## src/tea_pkg.sv

```systemverilog
// ----------------------------------------------------------------------------
// tea_pkg
// Shared types, constants and the round mixing function of the TEA core.
// ----------------------------------------------------------------------------
`default_nettype none

package tea_pkg;

  localparam int WORD_W         = 32;
  localparam int DEFAULT_ROUNDS = 32;
  localparam int CFG_ADDR_W     = 4;
  localparam int CFG_DATA_W     = 32;

  localparam logic [WORD_W-1:0] DELTA = 32'h9e37_79b9;

  // Request type carried in tuser.
  localparam logic REQ_ENCRYPT = 1'b0;
  localparam logic REQ_DECRYPT = 1'b1;

  // Register index, taken from paddr[3:2].
  typedef enum logic [1:0] {
    REG_KEY0 = 2'd0,
    REG_KEY1 = 2'd1,
    REG_KEY2 = 2'd2,
    REG_KEY3 = 2'd3
  } reg_idx_t;

  typedef struct packed {
    logic [WORD_W-1:0] k3;
    logic [WORD_W-1:0] k2;
    logic [WORD_W-1:0] k1;
    logic [WORD_W-1:0] k0;
  } key_t;

  // Block in flight: operation plus the two halves.
  typedef struct packed {
    logic              dec;
    logic [WORD_W-1:0] y;
    logic [WORD_W-1:0] z;
  } blk_t;

  // Result words only.
  typedef struct packed {
    logic [WORD_W-1:0] y;
    logic [WORD_W-1:0] z;
  } res_t;

  function automatic logic [WORD_W-1:0] tea_mix(
    input logic [WORD_W-1:0] x,
    input logic [WORD_W-1:0] sum,
    input logic [WORD_W-1:0] kl,
    input logic [WORD_W-1:0] kr
  );
    return ((x << 4) + kl) ^ (x + sum) ^ ((x >> 5) + kr);
  endfunction

endpackage

`default_nettype wire

```

## src/tea_out_skid.sv

```systemverilog
// ----------------------------------------------------------------------------
// tea_out_skid
// Output register with a skid entry that decouples the cell chain from tready.
// ----------------------------------------------------------------------------
`default_nettype none

module tea_out_skid import tea_pkg::*; (
  input  wire logic clk,
  input  wire logic rst_n,
  input  wire logic pipe_valid,
  input  wire blk_t pipe_blk,
  output logic      pipe_en,
  output logic      out_valid,
  output res_t      out_res,
  input  wire logic out_ready
);

  logic out_valid_r;
  res_t out_res_r;
  logic skid_valid_r;
  res_t skid_res_r;
  logic arrive;
  logic free;
  res_t pipe_res;

  // The chain moves only while the skid entry is empty.
  assign pipe_en  = !skid_valid_r;
  assign arrive   = pipe_valid && pipe_en;
  assign free     = !out_valid_r || out_ready;
  assign pipe_res = '{y: pipe_blk.y, z: pipe_blk.z};

  always_ff @(posedge clk) begin
    if (!rst_n) begin
      out_valid_r  <= 1'b0;
      skid_valid_r <= 1'b0;
    end else if (free) begin
      out_valid_r  <= skid_valid_r || arrive;
      skid_valid_r <= 1'b0;
    end else if (arrive) begin
      skid_valid_r <= 1'b1;
    end
  end

  always_ff @(posedge clk) begin
    if (free) begin
      out_res_r <= skid_valid_r ? skid_res_r : pipe_res;
    end else if (arrive) begin
      skid_res_r <= pipe_res;
    end
  end

  assign out_valid = out_valid_r;
  assign out_res   = out_res_r;

endmodule

`default_nettype wire

```

## config.mk

```make
export PLATFORM = sky130hd
export DESIGN_NAME = tea_out_skid
export DESIGN_NICKNAME = d
export VERILOG_FILES = /design/src/tea_pkg.sv /design/src/tea_out_skid.sv
export SDC_FILE = /design/constraint.sdc
export NUM_CORES = 1
export LEC_CHECK = 0
export BUFFER_PORTS_ARGS = -buffer_cell sky130_fd_sc_hd__buf_4
export CORE_UTILIZATION = 40
export CTS_CLUSTER_SIZE = 24
export DETAILED_ROUTE_END_ITERATION = 10
export GPL_ROUTABILITY_DRIVEN = 0
export PLACE_DENSITY = 0.73
export SETUP_SLACK_MARGIN = 0.2
export SYNTH_ARGS = -nofsm -noshare
export SYNTH_HDL_FRONTEND = slang
export SYNTH_SLANG_ARGS = --single-unit
```

## constraint.sdc

```tcl
create_clock -name clk -period 21.1 [get_ports clk]
set_input_delay 0 -clock clk [delete_from_list [all_inputs] [get_ports clk]]
set_output_delay 0 -clock clk [all_outputs]
set_load 0.03 [all_outputs]
```

==> flow_summary.yaml <==
placement:
  post_dp_cell_area_um2: 5850
  hpwlAfterDp_um: 5300
  portBuffers: 133
die:
  rows: 39
  coreArea_um2: 11400
  io_pins: 135
  die_area_um2: 12200
  floorplan.initialDensity_pct: 41.2
  die_h_um: 110
  dieWidth_um: 110
timing:
  rsz0062_at_grt: "no"
  min_period_ns: 3.04
  setup_violations: 0
  max_freq_mhz: 329
  hold_viol_final: 0
  skew_ns: 0.00710
  tightest_slew_ns: 0.967
  slew_viol_final: 0
  final.setup.tns_ns: 0
  min_period_over_period_pct: 14.4
  slew_headroom_pct: 35.3
critical_path:
  arrival_ns: 3.08
  r2r_start: "out_valid"
  path_cells: "nand2b_4 -> nor3b_2 -> buf_4"
  worstSetupPathType: "flop to flop"
  slowest_delay_ns: 0.99
  reg2reg_slack_ns: 18.06
  crit_slowest_cell: "nor3b_2"
  startpoint: "out_valid"
  worst_setup_path_end_kind: "flop"
  crit_end: "skid_res_r[29]"
  critPathRequiredTime_ns: 21.14
  r2r_cells: 3
  setup.worst_path.start_class: "flop"
  crit_fanout: 67
  r2r-end: "skid_res_r[29]"
power:
  power.density_nw_per_um2: 94.1
  p_leak_nw: 2.71
  vdd_drop_max_v: 0.0000634
  total_power_uw: 669
clocking:
  clock-sinks: 130
  cts.clk_slew.worst_paths_ns: 0.05
  numCtsBuffers: 17
  htreeDepth: 4
  cts_setup_buffers: 0
  clock_path_buffers: 2
  cts_root_buffer: "clkbuf_16"
  cts.repair.resized: 0
  cts_tree: "yes"
  clk-insertion-delay-late_ns: 0.41
synthesis:
  ys_types: 12
  ys_seq_area_share_pct: 82.6
  synth_cells: 207
  syn-num-nets: 276
  netlist_area_um2: 4700
  synth.avg_cell_area_um2: 22.7
  ys_ff_latch: 130
  ys_warn_count: 0
grt:
  grt_start_max_net_pins: 68
  grt_pass1_wl_um: 14900
  overflow: 0
  grt.total_usage_pct: 16.3
  antenna_found_initial: 0
  grt_pass1_vias: 2952
drt:
  vias: 2667
  wl_um: 9640
  ant_nets: 0
  wl_per_cell_um: 16.8
  vias_per_cell: 4.64
  firstDrtPassIters: 4
  drc_errors: 0
  drt_iter0_markers: 153
final_layout:
  drive_above_1_share_pct: 52.8
  synthToLayoutAreaGrowth_pct: 51.4
  nNetsFinal: 489
  final_area_um2: 7120
  diodes: 0
  num-fill-cells: 821
run:
  maxCapViolCount: 0
status:
  status: "finished clean"
hold_path:
  hold_path_class: "primary input to flop"
==> layer usage <==
layer	wire length (µm)	global-route usage, %	vias up
li1	-	-	1254
met1	3910	17.4	1308
met2	5030	28.4	90
met3	577	6.81	15
met4	123	6.67	0
met5	0	0	-
==> cell usage in the layout (no fill, tap or decap), types with 2 or more instances in the layout <==
cell type and n:
buf_4 134, edfxtp_1 128, dlygate4sd3_1 67, mux2_2 64, clkbuf_16 17, clkinvlp_4 4
bufinv_16 4, clkbuf_1 3, nor3b_2 2, clkinv_1 2
==> state kept, by name (all words and copies together), names as in the netlist <==
name,cells
skid_res_r,64
out_res,64
out_valid,1
skid_valid_r,1
==> power by group <==
part	internal [mW]	leakage (nW)	switching (mW)
logic	0.0340	1.17	0.0352
registers	0.299	1.26	0.00480
clock network	0.196	0.277	0.101
total	0.528	2.71	0.141
==> worst min path at each step <==
| stage | end | startpoint | slack [ns] | depth (start not counted) |
|---|---|---|---|---|
| floorplan | skid_res_r[0] | pipe_blk[0] | 0.1 | 0 |
| global placement | skid_res_r[56] | pipe_blk[56] | 0.19 | 1 |
| detailed placement | skid_res_r[10] | pipe_blk[10] | 0.19 | 1 |
| CTS | skid_res_r[10] | pipe_blk[10] | 0.29 | 2 |
| global route | skid_res_r[10] | pipe_blk[10] | 0.29 | 2 |
| finish | skid_res_r[9] | pipe_blk[9] | 0.31 | 2 |
==> worst max-delay path: cells and delay by family (launching register included) <==
family                 cells  cell delay [ns]
buffers and inverters      1             0.74
DFF                        1             0.37
and+or+nand+nor            2             1.51
==> through the flow <==
step	instances	hold slack [ns]	setup WS, ns	utilization, %
floorplan	207	0.0989	13.62	-
finish	575	0.311	18.06	62.3
CTS	575	0.289	18.00	62.3
global route	575	0.292	17.79	62.3
detailed placement	477	0.188	18.00	51.2
global placement	477	0.186	18.07	51.2
==> logic make-up (layout without fill, tap and decap cells) <==
family / Yosys count / in the layout / synth area share (%)
AO/OA/AOI/OAI: 1 / 1 / 0.160
buffers and inverters: 8 / 233 / 1.28
flip-flops: 130 / 130 / 82.6
multiplexers: 64 / 64 / 15.3
AND/OR/NAND/NOR: 4 / 4 / 0.639
==> cell type report <==
class                   count  area (µm²)  share of cell area (%)
well taps                 143         179                    2.51
flip-flops and latches    130        3890                    54.6
clock inverters            11         163                    2.29
repair buffers            201        1680                    23.6
multi-input cells          69         771                    10.8
inverters                   1        3.75                  0.0527
clock buffers              20         437                    6.14
==> synth_stat cells <==
master    count  area share (%)
inv_1         1           0.080
a21boi_1      1            0.16
nor3b_2       1            0.27
mux2_2       64              15
buf_4         1            0.16
nor3b_1       1            0.16
buf_2         3            0.32
buf_6         3            0.72
nor2_1        1           0.080
nand2b_1      1            0.13
dfxtp_1       2            0.85
edfxtp_1    128              82
==> what timing repair did <==
action                                 in CTS  in global routing
endpoints found under the hold margin     130                  0
hold buffers                               67                  0
setup endpoints to repair                   0                  0
Power figures use the tool's default switching activity.
