[config.mk]
export PLATFORM = sky130hd
export DESIGN_NAME = tea_round_cell
export DESIGN_NICKNAME = d
export VERILOG_FILES = /design/src/tea_pkg.sv /design/src/tea_round_cell.sv
export SDC_FILE = /design/constraint.sdc
export NUM_CORES = 1
export LEC_CHECK = 0
export ABC_AREA = 1
export BUFFER_PORTS_ARGS = -buffer_cell sky130_fd_sc_hd__buf_2
export CAP_MARGIN = 0
export CORE_UTILIZATION = 40
export DETAILED_ROUTE_END_ITERATION = 6
export GPL_TIMING_DRIVEN = 0
export PLACE_DENSITY = 0.67
export SLEW_MARGIN = 0
export SYNTH_ARGS = -nofsm -noshare
export SYNTH_HDL_FRONTEND = slang
export SYNTH_SLANG_ARGS = --single-unit
export TNS_END_PERCENT = 100
[constraint.sdc]
create_clock -name clk -period 10.45 [get_ports clk]
set_input_delay 1.045 -clock clk [delete_from_list [all_inputs] [get_ports clk]]
set_output_delay 1.045 -clock clk [all_outputs]
set_load 0.05 [all_outputs]
[src/tea_pkg.sv]
// ----------------------------------------------------------------------------
// tea_pkg
// Shared types, constants and the round mixing function of the TEA core.
// ----------------------------------------------------------------------------
`default_nettype none

package tea_pkg;

  localparam int WORD_W         = 32;
  localparam int DEFAULT_ROUNDS = 32;
  localparam int CFG_ADDR_W     = 4;
  localparam int CFG_DATA_W     = 32;

  localparam logic [WORD_W-1:0] DELTA = 32'h9e37_79b9;

  // Request type carried in tuser.
  localparam logic REQ_ENCRYPT = 1'b0;
  localparam logic REQ_DECRYPT = 1'b1;

  // Register index, taken from paddr[3:2].
  typedef enum logic [1:0] {
    REG_KEY0 = 2'd0,
    REG_KEY1 = 2'd1,
    REG_KEY2 = 2'd2,
    REG_KEY3 = 2'd3
  } reg_idx_t;

  typedef struct packed {
    logic [WORD_W-1:0] k3;
    logic [WORD_W-1:0] k2;
    logic [WORD_W-1:0] k1;
    logic [WORD_W-1:0] k0;
  } key_t;

  // Block in flight: operation plus the two halves.
  typedef struct packed {
    logic              dec;
    logic [WORD_W-1:0] y;
    logic [WORD_W-1:0] z;
  } blk_t;

  // Result words only.
  typedef struct packed {
    logic [WORD_W-1:0] y;
    logic [WORD_W-1:0] z;
  } res_t;

  function automatic logic [WORD_W-1:0] tea_mix(
    input logic [WORD_W-1:0] x,
    input logic [WORD_W-1:0] sum,
    input logic [WORD_W-1:0] kl,
    input logic [WORD_W-1:0] kr
  );
    return ((x << 4) + kl) ^ (x + sum) ^ ((x >> 5) + kr);
  endfunction

endpackage

`default_nettype wire

[src/tea_round_cell.sv]
// ----------------------------------------------------------------------------
// tea_round_cell
// One half round: updates one half of the block and registers the result.
// ----------------------------------------------------------------------------
`default_nettype none

module tea_round_cell import tea_pkg::*; #(
  parameter int ROUNDS     = DEFAULT_ROUNDS,
  parameter int ROUND_IDX  = 0,
  parameter bit FIRST_HALF = 1'b1
) (
  input  wire logic clk,
  input  wire logic rst_n,
  input  wire logic en,
  input  wire key_t key,
  input  wire logic in_valid,
  input  wire blk_t in_blk,
  output logic      out_valid,
  output blk_t      out_blk
);

  // Round sums are fixed per cell; encryption counts up, decryption down.
  localparam logic [63:0] ENC_SUM_W = 64'(DELTA) * 64'(ROUND_IDX + 1);
  localparam logic [63:0] DEC_SUM_W = 64'(DELTA) * 64'(ROUNDS - ROUND_IDX);
  localparam logic [WORD_W-1:0] ENC_SUM = ENC_SUM_W[WORD_W-1:0];
  localparam logic [WORD_W-1:0] DEC_SUM = DEC_SUM_W[WORD_W-1:0];

  logic              valid_r;
  blk_t              blk_r;
  blk_t              blk_nxt;
  logic              upd_y;
  logic [WORD_W-1:0] src;
  logic [WORD_W-1:0] tgt;
  logic [WORD_W-1:0] sum;
  logic [WORD_W-1:0] kl;
  logic [WORD_W-1:0] kr;
  logic [WORD_W-1:0] mixed;
  logic [WORD_W-1:0] upd;

  always_comb begin
    // Encryption updates y first, decryption updates z first.
    upd_y   = FIRST_HALF ? (in_blk.dec == REQ_ENCRYPT) : (in_blk.dec == REQ_DECRYPT);
    src     = upd_y ? in_blk.z : in_blk.y;
    tgt     = upd_y ? in_blk.y : in_blk.z;
    kl      = upd_y ? key.k0 : key.k2;
    kr      = upd_y ? key.k1 : key.k3;
    sum     = (in_blk.dec == REQ_DECRYPT) ? DEC_SUM : ENC_SUM;
    mixed   = tea_mix(src, sum, kl, kr);
    upd     = (in_blk.dec == REQ_DECRYPT) ? (tgt - mixed) : (tgt + mixed);
    blk_nxt = in_blk;
    if (upd_y) begin
      blk_nxt.y = upd;
    end else begin
      blk_nxt.z = upd;
    end
  end

  always_ff @(posedge clk) begin
    if (!rst_n) begin
      valid_r <= 1'b0;
    end else if (en) begin
      valid_r <= in_valid;
    end
  end

  always_ff @(posedge clk) begin
    if (en) begin
      blk_r <= blk_nxt;
    end
  end

  assign out_valid = valid_r;
  assign out_blk   = blk_r;

endmodule

`default_nettype wire

==> results of run 1 <==
## placed cells by master, fill, tap and decap left out, drive strengths merged, types with 11 or more instances in the layout
master and n:
xnor2 42, a21oi 117, buf 276, nand3 170, edfxtp 65, nand4 35
a31oi 11, ha 95, clkbuf 40, nand2 1006, nor2 173, o21ai 132
nand3b 14, nor3 16, xor2 60, inv 288
## metrics by stage
step	hold WS [ps]	power (mW)	utilization (%)	std cells
2_1_floorplan	753.5	1.929	-	2333
4_1_cts	544.5	2.790	47.42	3053
5_1_grt	615.2	3.049	47.44	3055
3_5_place_dp	535.2	2.447	46.40	3037
6_report	545.6	2.820	47.44	3055
3_3_place_gp	513.8	2.422	46.40	3037
## power groups by stage
stage / clock network (mW) / logic (mW) / registers (mW)
after floorplan: 0 / 1.21 / 0.721
after global placement: 0 / 1.99 / 0.430
after detailed placement: 0 / 2.01 / 0.433
after CTS: 0.339 / 2.02 / 0.428
after global routing: 0.350 / 2.26 / 0.435
final: 0.335 / 2.06 / 0.426
## cell usage after synthesis, types with 2 or more instances
library cell  count  share of area (%)
nand2_1         960                 27
inv_1           273                7.7
nand3_1         165                6.2
nor2_1          157                4.5
a21oi_1         113                4.3
o21ai_0         113                4.3
ha_1             95                9.0
edfxtp_1         65                 15
xor2_1           59                3.9
xnor2_1          42                2.8
nand4_1          35                1.7
nand2_2          34                1.6
clkbuf_1         28               0.79
inv_2            15               0.43
nand3b_1         14               0.79
nor3_1           13               0.49
nand2_4          12                1.0
nor2_2           12               0.57
a31oi_1          11               0.52
a21o_1           10               0.57
o21ai_1          10               0.38
o21bai_1         10               0.57
or2_2             9               0.43
and2_1            8               0.38
o21ai_2           8               0.53
buf_6             6               0.51
a21boi_0          5               0.28
nand3_2           5               0.38
nor2_4            4               0.34
o21a_1            4               0.23
buf_2             3               0.11
fa_1              3               0.45
nor3_2            3               0.23
o211ai_1          3               0.17
a21oi_2           2               0.13
a21oi_4           2               0.25
buf_1             2              0.057
buf_4             2               0.11
clkinv_1          2              0.057
nor3b_1           2               0.11
o221ai_1          2               0.13
o31ai_1           2               0.11
## routing by layer
layer	track usage [%]	vias up	wire length, um
met5	0	-	0
li1	-	8049	-
met2	53.80	614	24370
met3	2.298	89	3411
met1	42.37	7210	24520
met4	12.00	0	1961
## worst max path at each step
stage,cells after the start,slack (ps),to
global placement,33,1240,out_blk[58]
floorplan,32,3940,out_blk[58]
CTS,33,1540,out_blk[58]
detailed placement,33,1220,out_blk[58]
global route,33,890,out_blk[58]
finish,33,1340,out_blk[58]
## layout make-up
type / count / area share [%]
diodes: 2 / 0.03243
plain buffers: 42 / 1.459
clock buffers: 12 / 1.662
clock inverters: 4 / 0.4864
inverters: 290 / 7.053
multi-input cells: 1935 / 64.44
flip-flops and latches: 66 / 12.78
well taps: 442 / 3.583
repair buffers: 262 / 8.512
## flip-flops by register name, summed over array words and instances, names as in the netlist
register   flops
out_blk       65
out_valid      1
## kinds of logic after synthesis
kind of cell               share of synthesized area, %
buffers and inverters                             9.929
adders and majority gates                         9.437
DFF                                               14.90
muxes                                           0.07565
and+or+nand+nor                                   46.07
AOI/OAI and AO/OA                                 12.61
xor gates and xnor gates                          6.979
## worst max-delay path, delay by kind of cell
family | cells | cell delay [ps]
buf+inv | 8 | 2770
xor+xnor | 1 | 190
fa+ha+maj | 4 | 1620
simple gates | 12 | 1120
compound gates | 8 | 2400
==> impl_metrics.ini, run 1 <==
[cells_and_area]
final-seq-area_um2 = 1972
drive_gt1_share_pct = 15.20
multi_input_area_um2 = 9946
nets = 2901
fillers = 3619
design_area_um2 = 15430
area_growth_pct = 16.65

[synthesis]
synth-edff-count = 65
synth_seq_cells = 66
yosys_warnings = 0
ys_seq_area_share_pct = 14.90
syn_avg_cell_area_um2 = 5.671
ys.flop_type = edfxtp_1
synth_fp_nets = 2628
synth.distinct_cells = 52
ys_async_sr_fraction_pct = 0
synth_area_um2 = 13230
syn_inst = 2333

[global_routing]
antenna_found_initial = 2
grt_pass1_vias = 14760
track_usage_pct = 31.91
grt_max_degree = 68
grt_pass1_wl_um = 81060
overflow = 0

[clocking]
cts_made_buffers = 9
post_cts_resize_count = 0
clk_latency_ps = 340
hold_buffers = 0
cts_max_level = 3
cts_sinks = 66
post_cts_buffers = 0
cts_tree = yes
clock_path_buffers = 2
path_clk_slew_ps = 50
root_buffer = clkbuf_16

[power]
internal_power_mw = 1.257
p_leak_nw = 8.736
p_seq_share_pct = 15.1
swShare_pct = 55.43
power_switching_mw = 1.563
irDropWorstVdd_mv = 0.1419
p_comb_share_pct = 73.0
p_clk_share_pct = 11.9
powerDensity_nw_per_um2 = 182.7

[hold_path]
min_to = out_valid
min-delay-start = out_valid
min_path_type = reg -> reg
hold_depth = 2

[floorplanning]
io_pins = 263
die_h_um = 183.9
rows = 66
fp.dieW_um = 183.9
die_area_um2 = 33810
initial_utilization_pct = 40.67
core-area_um2 = 32540

[detailed_routing]
ant_nets = 0
drc = 0
wl_per_cell_um = 17.76
drt_iter0_drc = 1400
avgViaCountPerCell = 5.225
drt-pass1-iter-count = 6
vias = 15960
routed_wirelength_um = 54270

[setup_path]
critical_path.startpoint_type = input pin
crit_top_cell = nand2_1
r2r_start = out_valid
crit_arrival_ps = 9200
r2r-end = out_valid
ff2ff_setup_slack_ps = 9790
cp-startpoint = in_blk[64]
cp-end-kind = flip-flop
cp.required_ps = 10540
slowest_delay_ps = 770
rr_worst_depth = 2
cp_max_fo = 10
worst-setup-path-type = in -> reg
slowest_stage = clkbuf_1

[placement]
gp_congestion = 0.9803
dpl_cell_area_um2 = 15100
place_ws_ps = 1216
dp_hpwl_um = 47140
port_buffers = 262

[timing]
rsz0062_at_grt = false
clock_skew_ps = 0
clock.fmax_mhz = 109.8
layout_min_cycle_time_ps = 9110
finalSetupViolCount = 0
tightest_slew_ps = 1169
fin_ws_ps = 1340
hold_viol = 0
drv_slew = 0
relSlewSlack_pct = 22.07
setup_tns_ps = 0
period_share_pct = 87.18

[run_status]
outcome = finished clean

[job]
maxCapViolations = 0
Note: power is estimated with default switching activity, not from simulation.
==> run 2, diff against run 1 <==
CORE_UTILIZATION = 28   (was 40)
PLACE_DENSITY = 0.52   (was 0.67)
==> run 2 against run 1 <==
  * Critical path depth rose by 1
  * Hold slack improved by 19 ps
  * First-iteration DRC count fell by 19%
  * Total power fell by 0.29%
  * Highest routed layer unchanged
==> impl_metrics.ini, run 2 (same netlist as run 1, synthesis figures left out) <==
[run_status]
outcome = finished clean

[cells_and_area]
multi_input_area_um2 = 9946
area_growth_pct = 17.93
drive_gt1_share_pct = 15.20
final-seq-area_um2 = 1972
n_antenna_cell = 0
largest_reg_flops = 65
post-route-util_pct = 33.52
nets = 2901
layout_commonest_cell = nand2_1
fin_cells = 3218
fillers = 5327
layout_common_cells = nand2_1, inv_1, buf_2

[setup_path]
ff2ff_setup_slack_ps = 9760
cp_max_fo = 10
cp.required_ps = 10560
slowest_stage = o21ai_0
r2r-end = out_valid
r2r_start = out_valid
worst-setup-path-type = in -> reg
crit_arrival_ps = 9580
critical_path.startpoint_type = input pin
rr_worst_depth = 2
cp-end-kind = flip-flop
crit_top_cell = nand2_1
slowest_delay_ps = 880

[floorplanning]
die_area_um2 = 48130
initial_utilization_pct = 28.42
io_pins = 263
fp.dieW_um = 219.4
core-area_um2 = 46560
rows = 79
die_h_um = 219.4

[detailed_routing]
routed_wirelength_um = 59830
avgViaCountPerCell = 4.882
ant_nets = 0
drt_iter0_drc = 1139
dr_wl_met3_um = 2743
vias = 15710
drc = 0
top_layer = met4
wl_met2_um = 26980
wl_per_cell_um = 18.59
drt-pass1-iter-count = 6
m1WireLength_um = 28390

[timing]
finalSetupViolCount = 0
clock_skew_ps = 0
period_share_pct = 90.62
layout_min_cycle_time_ps = 9470
hold_viol = 0
relSlewSlack_pct = 11.93
rsz0062_at_grt = false
clock.fmax_mhz = 105.6
tightest_slew_ps = 1321
setup_tns_ps = 0
drv_slew = 0

[global_routing]
antenna_found_initial = 1
grt_max_degree = 68
track_usage_pct = 24.80
grt_pass1_vias = 14870
overflow = 0
grt_pass1_wl_um = 88310

[placement]
port_buffers = 262
gp_congestion = 0.9593
dp_hpwl_um = 52530
place_inst = 3202

[power]
powerDensity_nw_per_um2 = 180.2
p_leak_nw = 8.729
irDropWorstVdd_mv = 0.1513

[clocking]
hold_buffers = 0
post_cts_resize_count = 0
post_cts_buffers = 0
clock_path_buffers = 2
cts_made_buffers = 9
cts_max_level = 3
cts_sinks = 66
cts_tree = yes
path_clk_slew_ps = 60
root_buffer = clkbuf_16
clk_latency_ps = 350

[hold_path]
min_path_type = reg -> reg
min-delay-start = out_valid
min_to = out_valid
hold_depth = 2

[job]
maxCapViolations = 0
-- run 2: power breakdown --
group	switching, mW	internal (mW)	leakage [nW]
clock	0.124	0.186	0.148
combinational	1.45	0.625	7.94
sequential	0.0174	0.410	0.642
total	1.59	1.22	8.73
-- run 2: metal layers --
metal	vias to the layer above	track usage (%)
met2	468	41.23
met4	0	7.662
li1	8042	-
met5	-	0
met1	7129	34.02
met3	72	1.580
-- run 2: stage by stage --
| step | total power, mW | hold WS, ps | area (um^2) | worst slack (ps) |
|---|---|---|---|---|
| detailed placement | 2.487 | 554.2 | 15300 | 806.9 |
| floorplan | 1.929 | 753.5 | 13230 | 3940 |
| finish | 2.812 | 565.1 | 15600 | 980.5 |
| global route | 3.049 | 614.6 | 15600 | 540.3 |
| global placement | 2.479 | 519.0 | 15300 | 816.9 |
| CTS | 2.807 | 571.9 | 15600 | 1158 |
-- run 2: critical path: cells and delay by family --
kind                     cells  cell delay, ps
buffers and inverters       10            3370
AO/OA/AOI/OAI                7            2460
AND/OR/NAND/NOR             13            1450
adder cells (fa/ha/maj)      3             990
XOR/XNOR                     1             210
-- run 2: how the worst max path moves through the flow --
stage,startpoint,to,slack [ps],depth (start not counted)
after global placement,in_blk[64],out_blk[26],820,33
after detailed placement,in_blk[64],out_blk[63],810,34
after global routing,in_blk[64],out_blk[58],540,33
final,in_blk[64],out_blk[63],980,34
after floorplan,in_blk[64],out_blk[58],3940,32
after CTS,in_blk[64],out_blk[63],1160,34
-- run 2: layout make-up --
class | instances | share of cell area [%]
multi-input combinational | 1935 | 63.74
sequential | 66 | 12.64
timing repair buffer | 262 | 8.420
inverter | 290 | 6.976
tap | 607 | 4.867
clock buffer | 9 | 1.443
buffer | 42 | 1.443
clock inverter | 7 | 0.4731
