**config.mk**
```make
export PLATFORM = sky130hd
export DESIGN_NAME = tea_cfg_regs
export DESIGN_NICKNAME = d
export VERILOG_FILES = /design/src/tea_pkg.sv /design/src/tea_cfg_regs.sv
export SDC_FILE = /design/constraint.sdc
export NUM_CORES = 1
export LEC_CHECK = 0
export BUFFER_PORTS_ARGS = -buffer_cell sky130_fd_sc_hd__buf_2
export CORE_AREA = 5 5 108 110
export CTS_CLUSTER_SIZE = 25
export DETAILED_ROUTE_END_ITERATION = 6
export DIE_AREA = 0 0 113 115
export HOLD_SLACK_MARGIN = 0.15
export PLACE_DENSITY = 0.93
export SLEW_MARGIN = 25
export SYNTH_ARGS = -nofsm -noshare
export SYNTH_HDL_FRONTEND = slang
export SYNTH_SLANG_ARGS = --single-unit
```
**constraint.sdc**
```tcl
create_clock -name clk -period 2.4 [get_ports clk]
set_input_delay 0.36 -clock clk [delete_from_list [all_inputs] [get_ports clk]]
set_output_delay 0.36 -clock clk [all_outputs]
set_load 0.005 [all_outputs]
```
**src/tea_pkg.sv**
```systemverilog
// ----------------------------------------------------------------------------
// tea_pkg
// Shared types, constants and the round mixing function of the TEA core.
// ----------------------------------------------------------------------------
`default_nettype none

package tea_pkg;

  localparam int WORD_W         = 32;
  localparam int DEFAULT_ROUNDS = 32;
  localparam int CFG_ADDR_W     = 4;
  localparam int CFG_DATA_W     = 32;

  localparam logic [WORD_W-1:0] DELTA = 32'h9e37_79b9;

  // Request type carried in tuser.
  localparam logic REQ_ENCRYPT = 1'b0;
  localparam logic REQ_DECRYPT = 1'b1;

  // Register index, taken from paddr[3:2].
  typedef enum logic [1:0] {
    REG_KEY0 = 2'd0,
    REG_KEY1 = 2'd1,
    REG_KEY2 = 2'd2,
    REG_KEY3 = 2'd3
  } reg_idx_t;

  typedef struct packed {
    logic [WORD_W-1:0] k3;
    logic [WORD_W-1:0] k2;
    logic [WORD_W-1:0] k1;
    logic [WORD_W-1:0] k0;
  } key_t;

  // Block in flight: operation plus the two halves.
  typedef struct packed {
    logic              dec;
    logic [WORD_W-1:0] y;
    logic [WORD_W-1:0] z;
  } blk_t;

  // Result words only.
  typedef struct packed {
    logic [WORD_W-1:0] y;
    logic [WORD_W-1:0] z;
  } res_t;

  function automatic logic [WORD_W-1:0] tea_mix(
    input logic [WORD_W-1:0] x,
    input logic [WORD_W-1:0] sum,
    input logic [WORD_W-1:0] kl,
    input logic [WORD_W-1:0] kr
  );
    return ((x << 4) + kl) ^ (x + sum) ^ ((x >> 5) + kr);
  endfunction

endpackage

`default_nettype wire

```
**src/tea_cfg_regs.sv**
```systemverilog
// ----------------------------------------------------------------------------
// tea_cfg_regs
// APB key register file: four 32-bit key words.
// ----------------------------------------------------------------------------
`default_nettype none

module tea_cfg_regs import tea_pkg::*; (
  input  wire logic                  clk,
  input  wire logic                  rst_n,
  input  wire logic                  psel,
  input  wire logic                  penable,
  input  wire logic                  pwrite,
  input  wire logic [CFG_ADDR_W-1:0] paddr,
  input  wire logic [CFG_DATA_W-1:0] pwdata,
  output logic      [CFG_DATA_W-1:0] prdata,
  output logic                       pready,
  output key_t                       key
);

  key_t     key_r;
  reg_idx_t idx;
  logic     wr;

  assign pready = 1'b1;
  assign idx    = reg_idx_t'(paddr[3:2]);
  assign wr     = psel && penable && pwrite;

  always_ff @(posedge clk) begin
    if (!rst_n) begin
      key_r <= '0;
    end else if (wr) begin
      unique case (idx)
        REG_KEY0: key_r.k0 <= pwdata;
        REG_KEY1: key_r.k1 <= pwdata;
        REG_KEY2: key_r.k2 <= pwdata;
        REG_KEY3: key_r.k3 <= pwdata;
        default:  key_r    <= key_r;
      endcase
    end
  end

  always_comb begin
    unique case (idx)
      REG_KEY0: prdata = key_r.k0;
      REG_KEY1: prdata = key_r.k1;
      REG_KEY2: prdata = key_r.k2;
      REG_KEY3: prdata = key_r.k3;
      default:  prdata = '0;
    endcase
  end

  assign key = key_r;

endmodule

`default_nettype wire

```
==> metrics.log, run 1 <==
[metrics] most used cells in the layout excluding fill and tap cells: 197 x sky130_fd_sc_hd__buf_2, 160 x sky130_fd_sc_hd__nand2_1, 128 x sky130_fd_sc_hd__mux2i_1, 128 x sky130_fd_sc_hd__dfxtp_1, 22 x sky130_fd_sc_hd__mux4_1
[metrics] worst hold slack: 0.174 ns
[metrics] Largest register FFs: 128
[metrics] max capacitance violation total: 0
[metrics] Synth Area in Adders: 0
[metrics] multiplexer share of the synthesized area: 0.372
[metrics] Worst Tran Pin Value: 0.638 ns
[metrics] path category of the worst min-delay check: primary input to register
[metrics] vias: 4,461
[metrics] pre-CTS setup slack: 0.500 ns
[metrics] area fraction in and, or, nand and nor cells after synthesis: 0.116
[metrics] net count after synthesis: 537
[metrics] crit path launch type: register
[metrics] highest-delay cell along the critical path: sky130_fd_sc_hd__mux4_1
[metrics] setup violation total in the final timing report: 0
[metrics] area of placed instances: 6610 um2
[metrics] final antenna-violating net count: 0
[metrics] critical path's top delay family: multiplexers
[metrics] maximum cell stage delay along the critical path: 0.54 ns
[metrics] maximum clock rate: 0.528 GHz
[metrics] vias in the first global route: 4,644
[metrics] Tot GR Track Use: 0.238
[metrics] diode count: 0
[metrics] post-route clock skew: 0 ns
[metrics] Final GP Congestion: 0.826
[metrics] layout overhead on the synthesized area: 28.8%
[metrics] Slew headroom: 0.575
[metrics] core region area: 10,600 um2
[metrics] pwr dens: 700 nW/um2
[metrics] mean number of vias per cell: 5.34
[metrics] peak ir drop on the vdd network: 0.463 mV
[metrics] area of the mapped netlist: 5610 um2
[metrics] clock buffer depth: 2
[metrics] chip width: 113 um
[metrics] cell count after synthesis: 496
[metrics] router iterations before antenna repair: 4
[metrics] buffers and inverters on the worst path: 1
[metrics] share of cells above drive strength 1: 0.359
[metrics] setup fix buffers added after clock tree synthesis: 0
[metrics] wire per inst: 18.4 um
[metrics] quantity of gates resized following cts: 0
[metrics] number of library cell types mapped by synthesis: 16
[metrics] Clock Sink Count: 128
[metrics] path type of the worst setup path: register to output pin
[metrics] register clock-pin slew on the reported worst setup and hold paths: 0.06 ns
[metrics] Port-buffer cells: 198
[metrics] xor and xnor fraction of the mapped netlist area: 0
[metrics] initial standard-cell utilization of the core: 0.529
[metrics] Static Leakage: 3.76 nW
[metrics] DPL Wire Length: 10,600 um
[metrics] CP Capture Type: output pin
[metrics] final layout net count: 725
[metrics] Synth Area in Compound Gates: 0
[metrics] Inserted Clock Buffers: 17
[metrics] violation count after the first detailed-routing iteration: 304
[metrics] antenna violations before repair: 0
[metrics] register area share after synthesis: 0.457
[metrics] total non-filler cell area in the finished layout: 7230 um2
[metrics] Root Buffer Master: sky130_fd_sc_hd__clkbuf_8
[metrics] shortest clock period the worst path allows after layout: 1.89 ns
[metrics] Die Footprint: 13,000 um2
[metrics] global-route wire length before repair: 24,300 um
[metrics] flop2flop setup slack: 1.65 ns
[metrics] Post-Route WL: 15,400 um
[metrics] Yosys Warn Count: 0
[metrics] final total power: 5.06 mW
[metrics] Max Transition Viols Final: 0
[metrics] largest family of logic cells by synthesized area: multiplexers
[metrics] count of pins on the block boundary: 202
[metrics] std cell rows: 38
[metrics] final sum of negative setup slack: 0 ns
[metrics] clock insertion delay at the later pin of the skew report: 0.51 ns
[metrics] TritonCTS clock tree: built
[metrics] CP cell instances: mux4_1 > buf_2
[metrics] Final period util: 0.789
[metrics] Worst Path Required: 2.04 ns
[metrics] number of hold buffers added after cts: 2
[metrics] Final Hold Vio Count: 0
[metrics] largest net degree at the start of global routing: 161
[metrics] commonest non-fill, non-tap cell in the layout: sky130_fd_sc_hd__buf_2
[metrics] Avg Synthesized Cell Area: 11.3 um2
[metrics] run status: finished clean
[metrics] global route total overflow: 0
[metrics] total number of H-tree levels: 4
[metrics] largest fanout on the critical path: 3
[metrics] unrepaired setup endpoints after global routing: false
[metrics] number of flip-flops and latches in the synthesized netlist: 128
[metrics] detailed-route DRC error count: 0
[metrics] die height: 115 um
[metrics] Final WS setup: 0.505 ns
[metrics] Worst EP arrival: 1.53 ns
[worst min-delay path: cells and delay by family]
family        cells  cell delay (ns)
simple gates      1             0.08
mux               1             0.13
buf+inv           1             0.07
[logic make-up after synthesis]
group                  count (synthesis)
buffers and inverters                 42
flip-flops                           128
other                                  1
AND/OR/NAND/NOR                      165
multiplexers                         160
[synthesized netlist by cell type, drive strengths merged]
cell type  count  area (um2)
nand3          1        10.0
and3           1        11.3
mux4          32         803
buf           27         253
nand2        160         601
conb           1        3.75
dfxtp        128        2560
clkbuf        15        56.3
and3b          1        8.76
nand3b         1        7.51
nor3b          1        12.5
mux2i        128        1280
[report_power, final]
part,switching (mW),total [mW],internal [mW]
Clock,0.885,2.60,1.71
Combinational,0.164,0.289,0.124
Sequential,0.0208,2.17,2.15
[per-stage QoR]
stage | instances | util
2_1_floorplan | 496 | -
3_3_place_gp | 803 | 0.623
6_report | 836 | 0.682
4_1_cts | 836 | 0.682
3_5_place_dp | 803 | 0.623
5_1_grt | 836 | 0.682
[cell type report]
type	count	area, um2
Clock inverter	5	100
Fill cell	768	3370
Clock buffer	26	498
Sequential cell	128	2560
Timing Repair Buffer	211	1150
Multi-Input combinational cell	326	2750
Tap cell	140	175
[metal layers]
layer / track usage / vias up / routed length, um
met5: 0 / - / 0
met4: 0.0857 / 0 / 231
met3: 0.0721 / 21 / 1160
met2: 0.413 / 190 / 7940
met1: 0.280 / 2150 / 6030
li1: - / 2100 / -
[worst paths after layout]
kind         startpoint        end  cells past startpoint
min          pwdata[12]    key[76]                      3
max             key[32]  prdata[0]                      2
max reg2reg    key[127]   key[127]                      2
min reg2reg     key[14]    key[14]                      2
Note: power is estimated with default switching activity, not from simulation.
==> run 2, diff against run 1 <==
ABC_AREA = 1   (was unset)
CORE_AREA = 5 5 115 117   (was 5 5 108 110)
DIE_AREA = 0 0 120 122   (was 0 0 113 115)
PLACE_DENSITY = 0.87   (was 0.93)
clock period = 2 ns   (was 2.4 ns; I/O delays follow)
==> run 2 against run 1 <==
Against the previous run:
- final area is 4.3% higher
- critical path depth increased by 5
- setup slack lost 0.11 ns
- critical endpoint unchanged
- largest power group unchanged
- synthesized area rose by 5.1%
==> metrics.log, run 2 <==
[metrics] layout overhead on the synthesized area: 27.9%
[metrics] max capacitance violation total: 0
[metrics] die height: 122 um
[metrics] run status: finished clean
[metrics] Clock Sink Count: 128
[metrics] diode count: 0
[metrics] Final period util: 0.804
[metrics] Inserted Clock Buffers: 17
[metrics] chip width: 120 um
[metrics] total number of H-tree levels: 4
[metrics] sequential fraction of design power: 0.438
[metrics] most common flop cell mapped by yosys: sky130_fd_sc_hd__dfxtp_1
[metrics] Synth Area in Adders: 0
[metrics] net switching power of the design: 1.48 mW
[metrics] Static Leakage: 3.74 nW
[metrics] path category of the worst min-delay check: primary input to register
[metrics] EDFF count, synth: 0
[metrics] Worst Tran Pin Value: 0.582 ns
[metrics] number of flip-flops and latches in the synthesized netlist: 128
[metrics] core region area: 12,300 um2
[metrics] portion of total power attributed to the clock network: 0.467
[metrics] global-route wire length before repair: 28,600 um
[metrics] area fraction in and, or, nand and nor cells after synthesis: 0.483
[metrics] Yosys Warn Count: 0
[metrics] detailed-route DRC error count: 0
[metrics] global route total overflow: 0
[metrics] largest net degree at the start of global routing: 129
[metrics] length of routed wiring on met1: 7360 um
[metrics] pwr dens: 803 nW/um2
[metrics] Worst Path Required: 1.70 ns
[metrics] crit path launch type: primary input
[metrics] share of cells above drive strength 1: 0.229
[metrics] maximum clock rate: 0.622 GHz
[metrics] Largest register FFs: 128
[metrics] vias: 6,447
[metrics] final layout net count: 1,125
[metrics] critical path's top delay family: buffers and inverters
[metrics] final sum of negative setup slack: 0 ns
[metrics] largest family of logic cells by synthesized area: simple AND/OR/NAND/NOR gates
[metrics] cell count after synthesis: 916
[metrics] uppermost layer routed: met4
[metrics] shortest clock period the worst path allows after layout: 1.61 ns
[metrics] cell with the most instances after synthesis: sky130_fd_sc_hd__nand2_1
[metrics] net count after synthesis: 957
[metrics] Port-buffer cells: 198
[metrics] buffers and inverters on the worst path: 4
[metrics] DPL Wire Length: 11,100 um
[metrics] xor and xnor fraction of the mapped netlist area: 0
[metrics] setup fix buffers added after clock tree synthesis: 0
[metrics] std cell rows: 41
[metrics] multiplexer share of the synthesized area: 0
[metrics] Synth Area in Compound Gates: 0
[metrics] final antenna-violating net count: 0
[metrics] Fillers: 1,118
[metrics] post-synth top area cell: sky130_fd_sc_hd__dfxtp_1
[metrics] register clock-pin slew on the reported worst setup and hold paths: 0.05 ns
[metrics] leading post-synthesis cells by instance count: 261 x sky130_fd_sc_hd__nand2_1, 257 x sky130_fd_sc_hd__nor2_1, 129 x sky130_fd_sc_hd__nand3_1, 128 x sky130_fd_sc_hd__dfxtp_1, 33 x sky130_fd_sc_hd__inv_1
[metrics] quantity of gates resized following cts: 0
[metrics] detailed-routed wire length on met2: 8810 um
[metrics] highest-delay cell along the critical path: sky130_fd_sc_hd__buf_12
[metrics] setup violation total in the final timing report: 0
[metrics] peak ir drop on the vdd network: 0.574 mV
[metrics] count of pins on the block boundary: 202
[metrics] initial standard-cell utilization of the core: 0.481
[metrics] commonest non-fill, non-tap cell in the layout: sky130_fd_sc_hd__nand2_1
[metrics] clock buffer depth: 2
[metrics] switching power share of the total: 0.245
[metrics] Inst Count DP: 1,215
[metrics] Die Footprint: 14,600 um2
[metrics] clock insertion delay at the later pin of the skew report: 0.41 ns
[metrics] vias in the first global route: 5,819
[metrics] Slew headroom: 0.612
[metrics] path type of the worst setup path: primary input to output pin
[metrics] Avg Synthesized Cell Area: 6.44 um2
[metrics] Worst EP arrival: 1.31 ns
[metrics] sum of met3 wire segment lengths after detailed routing: 1280 um
[metrics] CP Capture Type: output pin
[metrics] Final GP Congestion: 0.784
[metrics] area of the mapped netlist: 5900 um2
[metrics] share of flip-flops with an asynchronous set or reset after synthesis: 0
[metrics] Root Buffer Master: sky130_fd_sc_hd__clkbuf_16
[metrics] router iterations before antenna repair: 5
[metrics] Final Hold Vio Count: 0
[metrics] most used cells in the layout excluding fill and tap cells: 261 x sky130_fd_sc_hd__nand2_1, 256 x sky130_fd_sc_hd__nor2_1, 197 x sky130_fd_sc_hd__buf_2, 129 x sky130_fd_sc_hd__nand3_1, 128 x sky130_fd_sc_hd__dfxtp_1
[metrics] most area-consuming cells after synthesis: sky130_fd_sc_hd__dfxtp_1 43%, sky130_fd_sc_hd__nand2_1 17%, sky130_fd_sc_hd__nor2_1 16%
[metrics] antenna violations before repair: 0
[metrics] CP cell instances: buf_2 > inv_2 > nor2_4 > buf_12 > nand2_1 > nand4_1 > buf_2
[metrics] maximum cell stage delay along the critical path: 0.30 ns
[metrics] wire per inst: 14.4 um
[metrics] Tot GR Track Use: 0.240
[metrics] violation count after the first detailed-routing iteration: 695
[metrics] number of library cell types mapped by synthesis: 14
[metrics] Max Transition Viols Final: 0
[metrics] total area of multi-input combinational cells: 2880 um2
[metrics] area share of the leading cell type in the synthesized netlist: 0.435
[metrics] largest fanout on the critical path: 57
[metrics] register area share after synthesis: 0.435
[metrics] Sequential Area: 2560 um2
[metrics] mean number of vias per cell: 5.17
[metrics] Post-Route WL: 18,000 um
[metrics] non-filler cells, final: 1,247
[metrics] TritonCTS clock tree: built
[metrics] number of hold buffers added after cts: 0
[metrics] unrepaired setup endpoints after global routing: false
[metrics] part of the power in combinational logic: 0.095
[metrics] internal power of the cells: 4.57 mW
[metrics] post-route clock skew: 0 ns
[metrics] most frequent cell on the critical path: sky130_fd_sc_hd__buf_2
==> run 2: path summary, 6_finish.rpt <==
path,from,end,slack [ns],cells past startpoint
worst min register to register,key[103],key[103],0.49,2
worst max register to register,key[114],key[114],1.32,2
worst max-delay path,paddr[2],prdata[0],0.39,7
worst min-delay path,pwdata[30],key[126],0.25,5
==> run 2: layout make-up <==
class,instances,area share
Multi-Input combinational cell,687,0.382
Sequential cell,128,0.340
Timing Repair Buffer,214,0.164
Clock buffer,25,0.0631
Tap cell,150,0.0249
Inverter,36,0.0179
Clock inverter,7,0.00797
==> run 2: power groups by stage <==
stage          registers [mW]  clock network, mW  logic [mW]
6_report                 2.65               2.83       0.574
5_1_grt                  2.66               2.97       0.635
4_1_cts                  2.65               2.83       0.571
3_5_place_dp             2.71                  0       0.568
3_3_place_gp             2.70                  0       0.560
2_1_floorplan            2.70                  0       0.343
==> run 2: logic make-up (layout without fill, tap and decap cells) <==
logic type | count (synthesis) | after routing
other | 1 | 1
AND/OR/NAND/NOR | 686 | 686
flip-flops | 128 | 128
buffers and inverters | 101 | 282
==> run 2: worst min-delay path, delay by kind of cell <==
kind,cells,cell delay [ns]
buffers and inverters,2,0.14
AND/OR/NAND/NOR,3,0.20
==> run 2: per-layer routing <==
metal | vias to the layer above | global-route usage
met3 | 40 | 0.0580
met1 | 2934 | 0.289
met2 | 270 | 0.409
li1 | 3203 | -
met5 | - | 0
met4 | 0 | 0.107
==> run 2: metrics by stage <==
stage | utilization | setup slack [ns] | power [mW] | cell area, um2 | hold WS, ns
2_1_floorplan | - | 0.715 | 3.05 | 5900 | 0.494
3_3_place_gp | 0.571 | 0.415 | 3.26 | 7000 | 0.484
3_5_place_dp | 0.571 | 0.409 | 3.27 | 7000 | 0.487
4_1_cts | 0.615 | 0.405 | 6.06 | 7540 | 0.244
5_1_grt | 0.615 | 0.307 | 6.26 | 7540 | 0.279
6_report | 0.615 | 0.393 | 6.06 | 7540 | 0.250
==> run 3, diff against run 2 <==
clock period = 1.6 ns   (was 2 ns; I/O delays follow)
==> run 3 against run 2 <==
Against the previous run:
- combinational power up 30%
- routed wire length down 1.1%
- critical path depth unchanged
==> metrics.log, run 3 (synthesis results as in run 2) <==
[metrics] chip width: 120 um
[metrics] final sum of negative setup slack: 0 ns
[metrics] largest fanout on the critical path: 22
[metrics] area of placed instances: 7160 um2
[metrics] Root Buffer Master: sky130_fd_sc_hd__clkbuf_16
[metrics] CP Capture Type: output pin
[metrics] total non-filler cell area in the finished layout: 7780 um2
[metrics] Clock Sink Count: 128
[metrics] commonest non-fill, non-tap cell in the layout: sky130_fd_sc_hd__nand2_1
[metrics] global-route wire length before repair: 28,500 um
[metrics] unrepaired setup endpoints after global routing: false
[metrics] highest-delay cell along the critical path: sky130_fd_sc_hd__buf_2
[metrics] setup fix buffers added after clock tree synthesis: 0
[metrics] path category of the worst min-delay check: primary input to register
[metrics] TritonCTS clock tree: built
[metrics] Inserted Clock Buffers: 17
[metrics] most used cells in the layout excluding fill and tap cells: 261 x sky130_fd_sc_hd__nand2_1, 256 x sky130_fd_sc_hd__nor2_1, 197 x sky130_fd_sc_hd__buf_2, 129 x sky130_fd_sc_hd__nand3_1, 128 x sky130_fd_sc_hd__dfxtp_1
[metrics] Port-buffer cells: 198
[metrics] detailed-route DRC error count: 0
[metrics] CP cell instances: buf_2 > nand2_1 > inv_2 > buf_12 > nand2_1 > nand4_1 > buf_2
[metrics] share of cells above drive strength 1: 0.240
[metrics] largest net degree at the start of global routing: 73
[metrics] run status: finished clean
[metrics] vias in the first global route: 5,666
[metrics] clock insertion delay at the later pin of the skew report: 0.40 ns
[metrics] final layout net count: 1,133
[metrics] layout overhead on the synthesized area: 32.0%
[metrics] wire per inst: 14.2 um
[metrics] antenna violations before repair: 0
[metrics] global route total overflow: 0
[metrics] Max Transition Viols Final: 0
[metrics] crit path launch type: primary input
[metrics] die height: 122 um
[metrics] vias: 6,446
[metrics] Worst Path Required: 1.36 ns
[metrics] peak ir drop on the vdd network: 0.484 mV
[metrics] std cell rows: 41
[metrics] max capacitance violation total: 0
[metrics] post-route clock skew: 0 ns
[metrics] Final GP Congestion: 0.837
[metrics] Fillers: 1,096
[metrics] register clock-pin slew on the reported worst setup and hold paths: 0.06 ns
[metrics] router iterations before antenna repair: 6
[metrics] maximum cell stage delay along the critical path: 0.18 ns
[metrics] Largest register FFs: 128
[metrics] number of hold buffers added after cts: 0
[metrics] initial standard-cell utilization of the core: 0.481
[metrics] Inst Count DP: 1,223
[metrics] worst hold slack: 0.199 ns
[metrics] Final Hold Vio Count: 0
[metrics] setup violation total in the final timing report: 0
[metrics] final antenna-violating net count: 0
[metrics] DPL Wire Length: 11,800 um
[metrics] quantity of gates resized following cts: 0
[metrics] Post-Route WL: 17,800 um
[metrics] mean number of vias per cell: 5.14
[metrics] total area of multi-input combinational cells: 2880 um2
[metrics] Static Leakage: 3.83 nW
[metrics] shortest clock period the worst path allows after layout: 1.48 ns
[metrics] Tot GR Track Use: 0.238
[metrics] diode count: 0
[metrics] Die Footprint: 14,600 um2
[metrics] core region area: 12,300 um2
[metrics] Worst EP arrival: 1.24 ns
[metrics] violation count after the first detailed-routing iteration: 560
[metrics] clock buffer depth: 2
[metrics] count of pins on the block boundary: 202
[metrics] total number of H-tree levels: 4
[metrics] Sequential Area: 2560 um2
[metrics] path type of the worst setup path: primary input to output pin
[metrics] non-filler cells, final: 1,255
[metrics] Final period util: 0.923
[metrics] maximum clock rate: 0.677 GHz
[metrics] pwr dens: 1040 nW/um2
run 3: worst paths after layout:
| check | slack (ns) | to | from | cells past startpoint |
|---|---|---|---|---|
| max | 0.12 | prdata[14] | paddr[2] | 7 |
| min reg2reg | 0.49 | key[103] | key[103] | 2 |
| max reg2reg | 0.96 | key[125] | key[125] | 2 |
| min | 0.20 | key[23] | pwdata[23] | 5 |
run 3: through the flow:
step / total power [mW] / worst slack (ns) / utilization
global route: 8.37 / 0.0447 / 0.635
CTS: 8.11 / 0.133 / 0.635
finish: 8.08 / 0.123 / 0.635
floorplan: 3.81 / 0.435 / -
global placement: 4.11 / 0.151 / 0.584
detailed placement: 4.13 / 0.134 / 0.584
run 3: area by class of cell:
cell class | instances | area share
clock inverter | 14 | 0.0230
tap | 150 | 0.0241
multi-input combinational | 687 | 0.370
timing repair buffer | 222 | 0.180
inverter | 36 | 0.0174
clock buffer | 18 | 0.0564
sequential | 128 | 0.329
run 3: power by group:
group          switching [mW]  internal (mW)
Clock                    1.50           2.52
Combinational           0.461          0.287
Sequential             0.0549           3.26
run 3: routing by layer:
layer / routed length [um] / up-vias / global-route usage / part of all wire
met4: 253 / 0 / 0.0873 / 0.014
met1: 7550 / 2937 / 0.306 / 0.42
li1: - / 3217 / - / -
met3: 1210 / 19 / 0.0441 / 0.068
met2: 8760 / 273 / 0.399 / 0.49
met5: 0 / - / 0 / 0
run 3: worst max-delay path: cells and delay by family:
| family | cells | cell delay (ns) |
|---|---|---|
| simple gates | 3 | 0.33 |
| buf+inv | 4 | 0.65 |
